## src/hdl/mtc_pkg.sv

```systemverilog
// ----------------------------------------------------------------------------
// mtc_pkg
// Types, pattern table, command codes and decode functions for the text
// command classifier.
// ----------------------------------------------------------------------------
package mtc_pkg;

  localparam int WIN   = 16;
  localparam int NPAT  = 15;
  localparam int LEN_W = 6;

  typedef logic [WIN-1:0][7:0] win_t;
  typedef logic [NPAT-1:0]     seen_t;
  typedef logic [6:0]          code_t;
  typedef logic [LEN_W-1:0]    len_t;

  // Last character of each pattern sits in bits [7:0].
  localparam logic [8*WIN-1:0] PAT_TEXT [NPAT] = '{
    {":CL_rotenc_", "type="}, {":CL_rotenc_", "inc+"},
    {":CL_rotenc_", "type"}, {":CL_rotenc_", "inc"},
    ":ramp_mode",
    {":port_in_", "a"}, {":port_in_", "b"}, {":port_in_", "c"},
    {":port_in_", "d"}, {":port_in_", "e"}, {":port_in_", "f"},
    {":port_out_", "a"}, {":port_out_", "b"}, {":port_out_", "c"},
    {":port_out_", "d"}
  };
  localparam logic [4:0] PAT_LEN [NPAT] = '{
    5'd16, 5'd15, 5'd15, 5'd14, 5'd10, 5'd10, 5'd10, 5'd10, 5'd10, 5'd10,
    5'd10, 5'd11, 5'd11, 5'd11, 5'd11
  };

  localparam int PAT_SET_ENC_TYPE = 0;
  localparam int PAT_SET_ENC_INC  = 1;
  localparam int PAT_GET_ENC_TYPE = 2;
  localparam int PAT_GET_ENC_INC  = 3;
  localparam int PAT_RAMP         = 4;
  localparam int PAT_PORT_IN      = 5;
  localparam int PAT_PORT_OUT     = 11;
  localparam int N_PORT_IN        = 6;
  localparam int N_PORT_OUT       = 4;

  localparam len_t RAMP_GET_LEN = 6'd10;
  localparam len_t IN_GET_LEN   = 6'd10;
  localparam len_t OUT_GET_LEN  = 6'd11;

  localparam code_t CODE_NONE         = 7'd0;
  localparam code_t CODE_SET_ENC_TYPE = 7'd1;
  localparam code_t CODE_SET_ENC_INC  = 7'd2;
  localparam code_t CODE_SET_ACC_JERK = 7'd3;
  localparam code_t CODE_SET_DEC_JERK = 7'd4;
  localparam code_t CODE_GET_ENC_TYPE = 7'd5;
  localparam code_t CODE_GET_ENC_INC  = 7'd6;
  localparam code_t CODE_GET_RAMP     = 7'd7;
  localparam code_t CODE_SET_RAMP     = 7'd8;
  localparam code_t CODE_GET_IN_BASE  = 7'd9;
  localparam code_t CODE_GET_OUT_BASE = 7'd21;
  localparam code_t CODE_Z_ACC_JERK   = 7'd37;
  localparam code_t CODE_Z_DEC_JERK   = 7'd38;
  localparam code_t CODE_MAX          = 7'd65;

  function automatic logic pat_hit(input win_t win, input int p);
    logic hit;
    hit = 1'b1;
    for (int k = 0; k < WIN; k++) begin
      if (5'(k) < PAT_LEN[p] && win[k] != PAT_TEXT[p][8*k +: 8]) begin
        hit = 1'b0;
      end
    end
    return hit;
  endfunction

  function automatic seen_t pat_hits(input win_t win);
    seen_t hits;
    for (int p = 0; p < NPAT; p++) begin
      hits[p] = pat_hit(win, p);
    end
    return hits;
  endfunction

  function automatic code_t z_lookup(input logic [7:0] c);
    code_t code;
    unique case (c)
      "h":     code = 7'd29;
      "g":     code = 7'd30;
      "i":     code = 7'd31;
      "r":     code = 7'd32;
      "l":     code = 7'd33;
      "Y":     code = 7'd34;
      "b":     code = 7'd35;
      "B":     code = 7'd36;
      "s":     code = 7'd39;
      "d":     code = 7'd40;
      "p":     code = 7'd41;
      "u":     code = 7'd42;
      "o":     code = 7'd43;
      default: code = CODE_NONE;
    endcase
    return code;
  endfunction

  function automatic code_t plain_lookup(input logic [7:0] c);
    code_t code;
    unique case (c)
      "v":     code = 7'd44;
      "$":     code = 7'd45;
      "g":     code = 7'd46;
      "i":     code = 7'd47;
      "r":     code = 7'd48;
      "l":     code = 7'd49;
      "L":     code = 7'd50;
      "h":     code = 7'd51;
      "Y":     code = 7'd52;
      "N":     code = 7'd53;
      "D":     code = 7'd54;
      "A":     code = 7'd55;
      "S":     code = 7'd56;
      "b":     code = 7'd57;
      "B":     code = 7'd58;
      "C":     code = 7'd59;
      "I":     code = 7'd60;
      "s":     code = 7'd61;
      "d":     code = 7'd62;
      "p":     code = 7'd63;
      "u":     code = 7'd64;
      "o":     code = 7'd65;
      default: code = CODE_NONE;
    endcase
    return code;
  endfunction

  function automatic code_t colon_decode(input logic [7:0] c1, input seen_t seen,
                                         input len_t len);
    code_t code;
    code = CODE_NONE;
    for (int i = N_PORT_OUT - 1; i >= 0; i--) begin
      if (seen[PAT_PORT_OUT + i]) begin
        code = CODE_GET_OUT_BASE + 7'(2 * i) + ((len == OUT_GET_LEN) ? 7'd0 : 7'd1);
      end
    end
    for (int i = N_PORT_IN - 1; i >= 0; i--) begin
      if (seen[PAT_PORT_IN + i]) begin
        code = CODE_GET_IN_BASE + 7'(2 * i) + ((len == IN_GET_LEN) ? 7'd0 : 7'd1);
      end
    end
    priority if (seen[PAT_SET_ENC_TYPE]) code = CODE_SET_ENC_TYPE;
    else if (seen[PAT_SET_ENC_INC])      code = CODE_SET_ENC_INC;
    else if (c1 == "b")                  code = CODE_SET_ACC_JERK;
    else if (c1 == "B")                  code = CODE_SET_DEC_JERK;
    else if (seen[PAT_GET_ENC_TYPE])     code = CODE_GET_ENC_TYPE;
    else if (seen[PAT_GET_ENC_INC])      code = CODE_GET_ENC_INC;
    else if (seen[PAT_RAMP])
      code = (len == RAMP_GET_LEN) ? CODE_GET_RAMP : CODE_SET_RAMP;
    else                                 code = code;
    return code;
  endfunction

  function automatic code_t classify(input logic [7:0] c0, input logic [7:0] c1,
                                     input logic [7:0] c2, input seen_t seen,
                                     input len_t len);
    code_t code;
    priority if (c0 == ":") begin
      code = colon_decode(c1, seen, len);
    end else if (c0 == "Z" && c1 == ":") begin
      priority if (c2 == "b") code = CODE_Z_ACC_JERK;
      else if (c2 == "B")     code = CODE_Z_DEC_JERK;
      else                    code = CODE_NONE;
    end else if (c0 == "Z") begin
      code = z_lookup(c1);
    end else begin
      code = plain_lookup(c0);
    end
    return code;
  endfunction

endpackage

```

## src/hdl/mtc_text_if.sv

```systemverilog
// ----------------------------------------------------------------------------
// mtc_text_if
// Byte channel into the classifier: one text character per item.
// ----------------------------------------------------------------------------
interface mtc_text_if;
  logic       valid;
  logic       ready;
  logic [7:0] text_byte;
  logic       last_byte;

  modport source (output valid, text_byte, last_byte, input ready);
  modport sink   (input valid, text_byte, last_byte, output ready);
endinterface

```

## src/hdl/mtc_result_if.sv

```systemverilog
// ----------------------------------------------------------------------------
// mtc_result_if
// Result channel out of the classifier: one command code per item.
// ----------------------------------------------------------------------------
interface mtc_result_if;
  logic       valid;
  logic       ready;
  logic [6:0] command_code;
  logic       too_long;

  modport source (output valid, command_code, too_long, input ready);
  modport sink   (input valid, command_code, too_long, output ready);
endinterface

```

## src/hdl/motor_text_command_classifier.sv

```systemverilog
// ----------------------------------------------------------------------------
// motor_text_command_classifier
// Classifies a text command, fed one byte per item, into a command code.
// ----------------------------------------------------------------------------
// Channels: text takes one character per item with last_byte marking the end
//   of the command; a zero byte ends the text early and later bytes up to the
//   last one are ignored. result gives one item per command: command_code
//   and too_long.
// Latency: the result is valid the cycle after the last byte is taken.
// Throughput: one byte per cycle while text.ready is high; the 16-byte window
//   compare, the pattern flags and the decode are all combinational between
//   the byte and the result register.
// Stall: text.ready drops only while a result is held and result.ready is
//   low; the result register holds its item until taken.
// Reset: clears the window, pattern flags, length count and result.valid;
//   the block takes bytes in the first cycle after reset.
// MAX_LEN (16..63): texts longer than this give too_long and code 0.
// ----------------------------------------------------------------------------
module motor_text_command_classifier #(
  parameter int MAX_LEN = 40
) (
  input  logic  clk,
  input  logic  rst,
  mtc_text_if.sink     text,
  mtc_result_if.source result
);

  localparam mtc_pkg::len_t MAX_LEN_C = mtc_pkg::len_t'(MAX_LEN);

  mtc_pkg::win_t  recent;
  mtc_pkg::seen_t seen;
  logic [2:0][7:0] lead;
  mtc_pkg::len_t  len;
  logic           over;
  logic           ended;

  mtc_pkg::win_t   recent_next;
  mtc_pkg::seen_t  seen_next;
  logic [2:0][7:0] lead_next;
  mtc_pkg::len_t   len_next;
  logic            over_next;
  logic            ended_next;

  logic          accept;
  logic          take;
  mtc_pkg::code_t code_next;

  assign text.ready = !result.valid || result.ready;
  assign accept     = text.valid && text.ready;
  assign take       = !ended && (text.text_byte != 8'd0);

  always_comb begin
    recent_next = take ? {recent[mtc_pkg::WIN-2:0], text.text_byte} : recent;
    seen_next   = seen | (take ? mtc_pkg::pat_hits(recent_next) : '0);
    for (int i = 0; i < 3; i++) begin
      lead_next[i] = (take && len == mtc_pkg::LEN_W'(i)) ? text.text_byte : lead[i];
    end
    len_next   = (take && len != MAX_LEN_C) ? len + 1'b1 : len;
    over_next  = over || (take && len == MAX_LEN_C);
    ended_next = ended || (text.text_byte == 8'd0);
    code_next  = mtc_pkg::classify(lead_next[0], lead_next[1], lead_next[2],
                                   seen_next, len_next);
  end

  always_ff @(posedge clk) begin
    if (rst || (accept && text.last_byte)) begin
      recent <= '0;
      seen   <= '0;
      lead   <= '0;
      len    <= '0;
      over   <= 1'b0;
      ended  <= 1'b0;
    end else if (accept) begin
      recent <= recent_next;
      seen   <= seen_next;
      lead   <= lead_next;
      len    <= len_next;
      over   <= over_next;
      ended  <= ended_next;
    end
  end

  always_ff @(posedge clk) begin
    if (rst) begin
      result.valid <= 1'b0;
    end else if (accept && text.last_byte) begin
      result.valid <= 1'b1;
    end else if (result.ready) begin
      result.valid <= 1'b0;
    end
  end

  always_ff @(posedge clk) begin
    if (accept && text.last_byte) begin
      result.command_code <= over_next ? mtc_pkg::CODE_NONE : code_next;
      result.too_long     <= over_next;
    end
  end

endmodule

```

## src/flat_wrapper.sv

```systemverilog
// flat-port wrapper written by rule: the top's interface ports become plain ports
module motor_text_command_classifier_flat 
#(
  parameter int MAX_LEN = 40
)
  (clk, rst, text_valid, text_text_byte, text_last_byte, text_ready, result_valid, result_command_code, result_too_long, result_ready);
  mtc_text_if text_i ();
  mtc_result_if result_i ();
  input  logic clk;
  input  logic rst;
  input wire logic [$bits(text_i.valid)-1:0] text_valid;
  input wire logic [$bits(text_i.text_byte)-1:0] text_text_byte;
  input wire logic [$bits(text_i.last_byte)-1:0] text_last_byte;
  output wire logic [$bits(text_i.ready)-1:0] text_ready;
  output wire logic [$bits(result_i.valid)-1:0] result_valid;
  output wire logic [$bits(result_i.command_code)-1:0] result_command_code;
  output wire logic [$bits(result_i.too_long)-1:0] result_too_long;
  input wire logic [$bits(result_i.ready)-1:0] result_ready;
  assign text_i.valid = text_valid;
  assign text_i.text_byte = text_text_byte;
  assign text_i.last_byte = text_last_byte;
  assign text_ready = text_i.ready;
  assign result_valid = result_i.valid;
  assign result_command_code = result_i.command_code;
  assign result_too_long = result_i.too_long;
  assign result_i.ready = result_ready;
  motor_text_command_classifier #(.MAX_LEN(MAX_LEN)) u_core (.clk(clk), .rst(rst), .text(text_i), .result(result_i));
endmodule
```

## config.mk

```make
export PLATFORM = sky130hd
export DESIGN_NAME = motor_text_command_classifier_flat
export DESIGN_NICKNAME = d
export VERILOG_FILES = /design/src/hdl/mtc_pkg.sv /design/src/hdl/mtc_text_if.sv /design/src/hdl/mtc_result_if.sv /design/src/hdl/motor_text_command_classifier.sv /design/src/flat_wrapper.sv
export SDC_FILE = /design/constraint.sdc
export NUM_CORES = 1
export LEC_CHECK = 0
export ABC_AREA = 1
export BUFFER_PORTS_ARGS = -buffer_cell sky130_fd_sc_hd__buf_2
export CORE_ASPECT_RATIO = 0.8
export CORE_MARGIN = 3
export CORE_UTILIZATION = 55
export DETAILED_ROUTE_END_ITERATION = 6
export PLACE_DENSITY_LB_ADDON = 0.2
export SLEW_MARGIN = 20
export SYNTH_ARGS = -nofsm -noshare
export SYNTH_HDL_FRONTEND = slang
export SYNTH_SLANG_ARGS = --single-unit
```

## constraint.sdc

```tcl
create_clock -name clk -period 3 [get_ports clk]
set_input_delay 0.45 -clock clk [delete_from_list [all_inputs] [get_ports clk]]
set_output_delay 0.45 -clock clk [all_outputs]
set_load 0.02 [all_outputs]
```

# [Word level (Yosys, flattened, before mapping)]
# Index checks and enable logic that the tools add are counted.
[totals] elab_cells=374 out_inout_bits=10 register_bits=184 in_bits=13
[classes] eq_ne=119 add_sub_neg=11 bitwise_logic=1 n_mux=198 n_reduce_logical=19
[ops] operator="8-bit by 7-bit != test with 1-bit output (second input constant)" count=66
[ops] operator="8-bit by 7-bit equality test with 1-bit output (second input constant)" count=37
[ops] operator="1-bit two-way mux" count=167
[ops] operator="7-bit case mux with 22 select lines" count=1
[ops] operator="7-bit two-way mux" count=21
[ops] operator="128-bit two-way mux" count=1
[ops] operator="6-bit case mux with 13 select lines" count=1
[ops] operator="8-bit by 6-bit != test with 1-bit output (second input constant)" count=7
[ops] operator="5-bit by 7-bit adder with 7-bit output (first input constant)" count=6
[ops] operator="4-bit by 7-bit adder with 7-bit output (first input constant)" count=4
[ops] operator="8-bit by 6-bit equality test with 1-bit output (second input constant)" count=3
[ops] operator="8-bit two-way mux" count=3
[ops] operator="15-bit two-way mux" count=1
[ops] operator="15-bit OR" count=1
[ops] operator="6-bit by 4-bit equality test with 1-bit output (second input constant)" count=2
[ops] operator="6-bit two-way mux" count=2
[ops] operator="1-bit logical AND" count=9
[ops] operator="8-bit zero test" count=1
[ops] operator="8-bit nonzero test" count=1
[ops] operator="6-bit by 1-bit adder with 6-bit output (second input constant)" count=1
[ops] operator="6-bit by 1-bit equality test with 1-bit output (second input constant)" count=1
[ops] operator="6-bit by 2-bit equality test with 1-bit output (second input constant)" count=1
[ops] operator="6-bit equality test (second input constant)" count=1
[ops] operator="6-bit zero test" count=1
[ops] operator="other kinds (5)" count=9

# [Depth between registers and ports, before layout]
# Gate-level depths: netlist of the first run.
[logic_depth] word_depth=40 ltp_mapped=32 mapped_depth_nobuf=31

# [Worst setup path after synthesis of the first run]
# OpenSTA, ideal clock, no wires.
[synth_timing] path_kind="input port to flip-flop" start="in text_text_byte[7]" end="reg u_core.result.command_code[3] (data pin)" required_ns=2.724 path_slack_ns=0.077 stages=18 path_buffers=3 setup_ns=0.276 arrival_time_ns=2.647 cell_sequence="nor2_1 -> nand2_1 -> o21ai_4 -> buf_4 -> buf_4 -> buf_4 -> nand2_1 -> o21ai_0 -> nand3_1 -> or4_1 -> nor3_1 -> nand3_1 -> nand2_1 -> nor2_1 -> nand3_1 -> nor2_1 -> nand3b_1 -> a21oi_1"
[synth_between] elab_chain_cells=35 elab_cells_between_ends=329 classes_between="add/sub: 10; eq/ne: 114; mux: 195; bitwise: 1; reduce/logical: 9"
[synth_lines] item="start: declaration" line="flat_wrapper.sv:12" rtl="input wire logic [$bits(text_i.text_byte)-1:0] text_text_byte;"
[synth_lines] item="8-bit nonzero test" line="motor_text_command_classifier.sv:50" rtl="assign take = !ended && (text.text_byte != 8'd0);"
[synth_lines] item="1-bit logical AND" line="motor_text_command_classifier.sv:50"
[synth_lines] item="128-bit two-way mux" line="motor_text_command_classifier.sv:53" rtl="recent_next = take ? {recent[mtc_pkg::WIN-2:0], text.text_byte} : recent;"
[synth_lines] item="8-bit by 7-bit != test with 1-bit output" line="mtc_pkg.sv:65" rtl="if (5'(k) < PAT_LEN[p] && win[k] != PAT_TEXT[p][8*k +: 8]) begin"
[synth_lines] item="1-bit two-way mux (11 in a row)" line="mtc_pkg.sv:65"
[synth_lines] item="15-bit two-way mux" line="motor_text_command_classifier.sv:54" rtl="seen_next = seen | (take ? mtc_pkg::pat_hits(recent_next) : '0);"
[synth_lines] item="15-bit OR" line="motor_text_command_classifier.sv:54"
[synth_lines] item="7-bit two-way mux (4 in a row)" line="mtc_pkg.sv:136" rtl="if (seen[PAT_PORT_OUT + i]) begin"
[synth_lines] item="7-bit two-way mux (6 in a row)" line="mtc_pkg.sv:141" rtl="if (seen[PAT_PORT_IN + i]) begin"
[synth_lines] item="7-bit two-way mux" line="mtc_pkg.sv:151" rtl="else if (seen[PAT_RAMP])"
[synth_lines] item="7-bit two-way mux" line="mtc_pkg.sv:150" rtl="else if (seen[PAT_GET_ENC_INC]) code = CODE_GET_ENC_INC;"
[synth_lines] item="7-bit two-way mux" line="mtc_pkg.sv:149" rtl="else if (seen[PAT_GET_ENC_TYPE]) code = CODE_GET_ENC_TYPE;"
[synth_lines] item="7-bit two-way mux" line="mtc_pkg.sv:148" rtl="else if (c1 == \"B\") code = CODE_SET_DEC_JERK;"
[synth_lines] item="7-bit two-way mux" line="mtc_pkg.sv:147" rtl="else if (c1 == \"b\") code = CODE_SET_ACC_JERK;"
[synth_lines] item="7-bit two-way mux" line="mtc_pkg.sv:146" rtl="else if (seen[PAT_SET_ENC_INC]) code = CODE_SET_ENC_INC;"
[synth_lines] item="7-bit two-way mux" line="mtc_pkg.sv:145" rtl="priority if (seen[PAT_SET_ENC_TYPE]) code = CODE_SET_ENC_TYPE;"
[synth_lines] item="7-bit two-way mux" line="mtc_pkg.sv:161" rtl="priority if (c0 == \":\") begin"
[synth_lines] item="end signal: assignment" line="motor_text_command_classifier.sv:95" rtl="result.command_code <= over_next ? mtc_pkg::CODE_NONE : code_next;"
[synth_lines] item="end: declaration" line="mtc_result_if.sv:11" rtl="modport source (output valid, command_code, too_long, input ready);"
# Several ways; a longest one is shown, not always the timed one.
# A chain may end at the register's enable or synchronous reset.

# [Final worst setup path of the first run]
[layout_timing] start="in text_text_byte[7]" end="reg u_core.recent[78] in the netlist's numbering"
[layout_between] elab_chain_cells=3
[layout_lines] item="8-bit nonzero test" line="motor_text_command_classifier.sv:50"
[layout_lines] item="1-bit logical AND" line="motor_text_command_classifier.sv:50"
[layout_lines] item="128-bit two-way mux" line="motor_text_command_classifier.sv:53"
[layout_lines] item="end signal: assignment" line="motor_text_command_classifier.sv:74" rtl="recent <= recent_next;"
[layout_lines] item="end: declaration" line="motor_text_command_classifier.sv:30" rtl="mtc_pkg::win_t recent;"
# Every way passes these cells.

==> results of run 1 <==
==> state kept, by name, summed over array words and instances (netlist names) <==
register	cells
u_core.ended	1
u_core.lead	24
u_core.len	6
u_core.over	1
u_core.recent	127
u_core.result.command_code	7
u_core.result.too_long	1
u_core.result.valid	1
u_core.seen	15
==> report_power, final <==
group          internal [mW]  leakage [nW]  switching (mW)
Combinational          0.663          5.67           0.924
Clock                   1.35         0.296            1.11
Sequential              2.59          1.52           0.103
Total                   4.60          7.48            2.13
==> cells by family after synthesis <==
group                      count (synthesis)  synth area share [%]
AOI/OAI and AO/OA                        441                 21.37
adders and majority gates                  4                0.4460
and+or+nand+nor                          805                 31.43
buffers and inverters                    366                 12.90
DFF                                      183                 33.36
muxes                                      2                0.1784
xor gates and xnor gates                   4                0.3122
==> metrics by stage <==
stage               cells  hold WS, ps  instance area [µm²]
floorplan            1805        424.0                11220
global placement     2381        437.8                14250
detailed placement   2381        443.2                14250
CTS                  2438        243.0                15330
global route         2473        279.4                16750
finish               2473        250.3                16750
==> layout by cell type, fill, tap and decap left out, types with 4 or more instances in the layout <==
master     count
clkbuf_16     25
edfxtp_1       8
nor3_1        20
o21ai_2       24
nor2_1       113
nor4_1        12
buf_2         19
nand3_1       89
o211ai_1      19
nand2_2       65
nand3b_1       9
inv_1        237
a211oi_1       8
nand4_1       37
o21ai_4       10
o21ai_1       25
xor2_1         4
nor3_2        16
a31oi_1       13
nor4_2        13
nand3_2       19
nand2_1      321
inv_2         33
a21oi_4        4
a21oi_2        6
buf_4        399
nor2_2        37
ha_1           4
inv_6          4
nor3_4        10
nand2_4        7
o21ai_0      186
a21oi_1      127
buf_6         19
nor2_4        24
dfxtp_1      173
buf_12        13
==> final timing paths <==
check / end / slack [ps] / depth (start not counted)
hold / removal: u_core.result.valid / 250 / 4
hold reg to reg: u_core.recent[122] / 460 / 2
setup reg to reg: u_core.recent[78] / -250 / 23
setup / recovery: u_core.recent[78] / -290 / 25
==> worst min-delay path, stage by stage <==
cell     delay, ps
buf_2           70
inv_1           40
nand2_1         60
inv_1           30
==> layer usage <==
metal / GRT usage (%) / up-vias / share of wire [%]
met3: 8.187 / 261 / 13
met1: 50.52 / 6821 / 38
met5: 0 / - / 0
met2: 54.14 / 1078 / 43
li1: - / 6726 / -
met4: 10.16 / 0 / 5.1
==> timing repair <==
| action | in CTS | in global routing |
|---|---|---|
| pin swaps | 19 | 79 |
| hold buffers | 0 | 0 |
| setup buffers | 23 | 29 |
| endpoints found under the setup margin | 8 | 11 |
| gates resized for setup | 74 | 286 |
| cloned | 2 | 8 |
==> cell type report <==
cell class / instances / area, µm² / area share (%)
repair buffers: 462 / 3837 / 22.91
clock inverters: 13 / 170.2 / 1.016
inverters: 276 / 1059 / 6.320
clock buffers: 19 / 442.9 / 2.645
multi-input cells: 1256 / 7163 / 42.77
flip-flops and latches: 183 / 3746 / 22.37
well taps: 264 / 330.3 / 1.972
==> run metrics, run 1 <==
average size of a mapped cell=6.216 µm²; LEAKAGE=7.477 nW; VDD IR-drop max=0.3560 mV; Setup Viol. Count Final=6; Die X=165.7 µm; Crit path largest cell delay=220 ps; Netlist cell types=51; WP buf/inv=19; register area share after synthesis=33.36%; Final min period=3289 ps; slowest CP cell=o21ai_4; Slew Limit Fails=0; Reg clk slew, reported paths=80 ps; top cell type's share of synthesized area=31.22%; Die Span Y=133.8 µm; count leader, synth=nand2_1; clock latency on the worst-skew pair=450 ps; Pwr Density=402.1 nW/µm²; worst setup path class=in -> reg; pre-CTS setup slack=-754.5 ps; antenna cells=0; final setup margin=-289.1 ps; num rows=46; core area=19910 µm²; crit path DAT=3640 ps; CTS root buf=clkbuf_16; # fillers=1151; first-pass GRT wire length=64760 µm; Vias=14890; maximum clock path buffer count=2; area of the die=22160 µm²; IO Port Bufs=22; fin nets=2213; Hold Path Origin=rst; Slew headroom=23.46%; router iterations before antenna repair=7; Crit path top cell by count=buf_4; Commonest cells post-synth=391 x nand2_1, 251 x inv_1, 214 x o21ai_0; Hold Vio Cnt, Final=0; number of synthesized register bits=183; EDFF count, synth=8; Wirelength per Cell=18.68 µm; synthesized area=11220 µm²; most used flip-flop cell after synthesis=dfxtp_1; Yosys Warn Count=0; DRC violations left=7; async set or reset register ratio after synthesis=0%; TritonCTS clock tree=built; Min-Delay Path Class=in -> reg; global route overflow=0; initial antenna violation count=0; pin count of the biggest net entering global routing=278; GRT Util Overall=35.50%; share of layout cells above drive strength 1=35.67%; drt total wl=46190 µm; Worst Setup End Kind=register; post-route setup TNS=-1209 ps; run status=complete, but fails checks; CTS sink cnt=183; Gate Count Post-Synth=1805; final period utilization=109.6%; clock skew=11.49 ps; Crit Path Max Fanout=4; # H-tree levels=4; fmax=304.0 MHz; CP required=3350 ps; number of routed nets with antenna violations=0; HPWL after DPL=27620 µm; total power draw=6.735 mW; fin util=84.10%; failing checks=design-rule violations, negative setup slack; Critical Path Start Type=input pin; DR iter-0 viols=2134; vias in the first global route=12830; area leader, netlist=dfxtp_1; RSZ-0062 raised after global routing=true; Synth Net Count=1822; CTS Buf Count=17; Layout area overhead=49.26%; top cells by area, synth=dfxtp_1 31%, nand2_1 13%, o21ai_0 9.5%; CP top delay family=buffers and inverters; Starting Density=56.35%; GPL Wtd Cong=1.037; FF-to-FF Start=u_core.ended; io pins=23; via/cell ratio=6.019; maxcap violations=0; CP startpoint=text_text_byte[7]; Slew @ Worst Pin=1148 ps
No activity file was read; power rests on OpenSTA's default activity.
==> run 2, diff against run 1 <==
- CORE_UTILIZATION: 55 -> 58
==> run 2 against run 1 <==
The run still ends with design-rule violations, negative setup slack left. Flip-flop and latch count unchanged. Design area down 3.8%. First-iteration DRC count up 19%. Fmax down 2.2%. Combinational power about the same. Critical endpoint is now u_core.result.command_code[1].
==> run metrics, run 2 (same netlist as run 1, synthesis figures left out) <==
run status=complete, but fails checks; failing checks=design-rule violations, negative setup slack; r2r setup slk=-360 ps; drt total wl=47050 µm; Die Span Y=130.4 µm; num rows=44; fmax=297.5 MHz; core area=18550 µm²; Crit path top cell by count=nand2_1; CTS sink cnt=183; WP buf/inv=5; number of cells on the critical path=27; hold buffers post-CTS=0; maxcap violations=0; maximum clock path buffer count=2; Largest register FFs=127; r2r worst-path depth=27; first-pass GRT wire length=64370 µm; CP required=3210 ps; number of routed nets with antenna violations=0; CTS Buf Count=17; Slew @ Worst Pin=1346 ps; worst hold margin=236.3 ps; TritonCTS clock tree=built; crit path DAT=3570 ps; area of the multi-input gates=6740 µm²; Pwr Density=420.4 nW/µm²; io pins=23; Min-Delay Path Class=in -> reg; DR iter-0 viols=2548; placed inst area=14320 µm²; Reg clk slew, reported paths=70 ps; Placed Instances=2374; GPL Wtd Cong=0.9971; pre-CTS setup slack=-726.4 ps; share of layout cells above drive strength 1=31.75%; total power draw=6.776 mW; Starting Density=60.48%; Wirelength per Cell=19.29 µm; CP startpoint=u_core.ended; antenna cells=0; final period utilization=112.1%; most frequent cells in the layout=382 x buf_4, 332 x nand2_1, 244 x inv_1; via/cell ratio=6.174; fin nets=2191; global route overflow=0; router iterations before antenna repair=7; Worst Setup End Kind=register; Critical Path Start Type=register; Die X=161.5 µm; IO Port Bufs=22; Slew Limit Fails=0; Hold Vio Cnt, Final=0; commonest non-fill, non-tap cell in the layout=buf_4; Crit path largest cell delay=340 ps; clock skew=12.15 ps; VDD IR-drop max=0.3636 mV; CTS root buf=clkbuf_16; Layout area overhead=43.66%; Final min period=3362 ps; # H-tree levels=4; final setup margin=-361.6 ps; cell area after layout=16120 µm²; register bank with the most flops=u_core.recent; Final Non-Filler Cells=2439; CP endpoint=u_core.result.command_code[1]; RSZ-0062 raised after global routing=true; Setup Viol. Count Final=8; FF-to-FF Start=u_core.ended; area of the die=21060 µm²; pin count of the biggest net entering global routing=278; GRT Util Overall=37.85%; clock latency on the worst-skew pair=450 ps; LEAKAGE=7.242 nW; register area=3745 µm²; Slew headroom=10.26%; CP top delay family=simple AND/OR/NAND/NOR gates; Hold Path Origin=rst; DRC violations left=16; # fillers=1075; Crit Path Max Fanout=8; worst setup path class=reg -> reg; Vias=15060; R2R Path End=u_core.result.command_code[1]; slowest CP cell=dfxtp_2; HPWL after DPL=28570 µm; initial antenna violation count=0; biggest regs=u_core.recent x127, u_core.lead x24, u_core.seen x15; vias in the first global route=12680
## run 2: through the flow
stage / utilization [%] / setup TNS [ps]
global placement: 77.16 / -6028
CTS: 82.10 / -546.6
floorplan: - / 0
finish: 86.88 / -1638
detailed placement: 77.16 / -6682
global route: 86.88 / -2909
## run 2: worst min path at each step
stage,end,slack (ps),cells past startpoint
floorplan,u_core.recent[126],420,2
global placement,u_core.recent[126],430,2
detailed placement,u_core.recent[126],440,2
CTS,u_core.result.valid,240,4
global route,u_core.result.valid,280,4
finish,u_core.result.valid,240,4
## run 2: layer usage
metal  GRT usage [%]  share of wire [%]  up-vias
met1           54.86                 39     6803
met3           7.501                 14      304
li1                -                  -     6700
met2           56.89                 42     1251
met5               0                  0        -
met4           12.34                5.9        0
## run 2: repair_timing
action	4_1_cts	5_1_grt
setup endpoints to repair	8	12
hold endpoints to repair	0	0
resized for setup	43	193
gates cloned	2	8
buffers inserted	10	16
pin swaps	7	66
## run 2: power breakdown
| part | internal, mW | switching (mW) |
|---|---|---|
| clock network | 1.40 | 1.07 |
| logic | 0.656 | 0.945 |
| registers | 2.59 | 0.109 |
| total | 4.65 | 2.13 |
## run 2: worst reg2reg max path, cell delays in order, from the launching register on
cell	delay, ps
dfxtp_2	340
inv_2	80
o21ai_4	80
buf_12	160
clkbuf_16	180
clkbuf_16	170
nand2_1	110
o21ai_2	100
nor2_2	230
nand2_2	90
nor2_4	240
inv_2	80
nor3_2	220
nand3_1	190
nand2_2	150
a21oi_1	60
nand2_1	90
nand2_1	50
nand2_1	50
nand2_1	50
nand2_1	70
nand2_1	40
nand2_1	50
nand2_1	50
nand2_1	60
nand2_1	50
nand2_1	50
nand2_1	50
## run 2: final cells by class
| cell class | count | area share [%] |
|---|---|---|
| clock inverters | 14 | 1.211 |
| clock buffers | 17 | 2.639 |
| flip-flops and latches | 183 | 23.23 |
| multi-input cells | 1256 | 41.81 |
| repair inverters | 1 | 0.04657 |
| well taps | 253 | 1.964 |
| repair buffers | 439 | 22.60 |
| inverters | 276 | 6.497 |
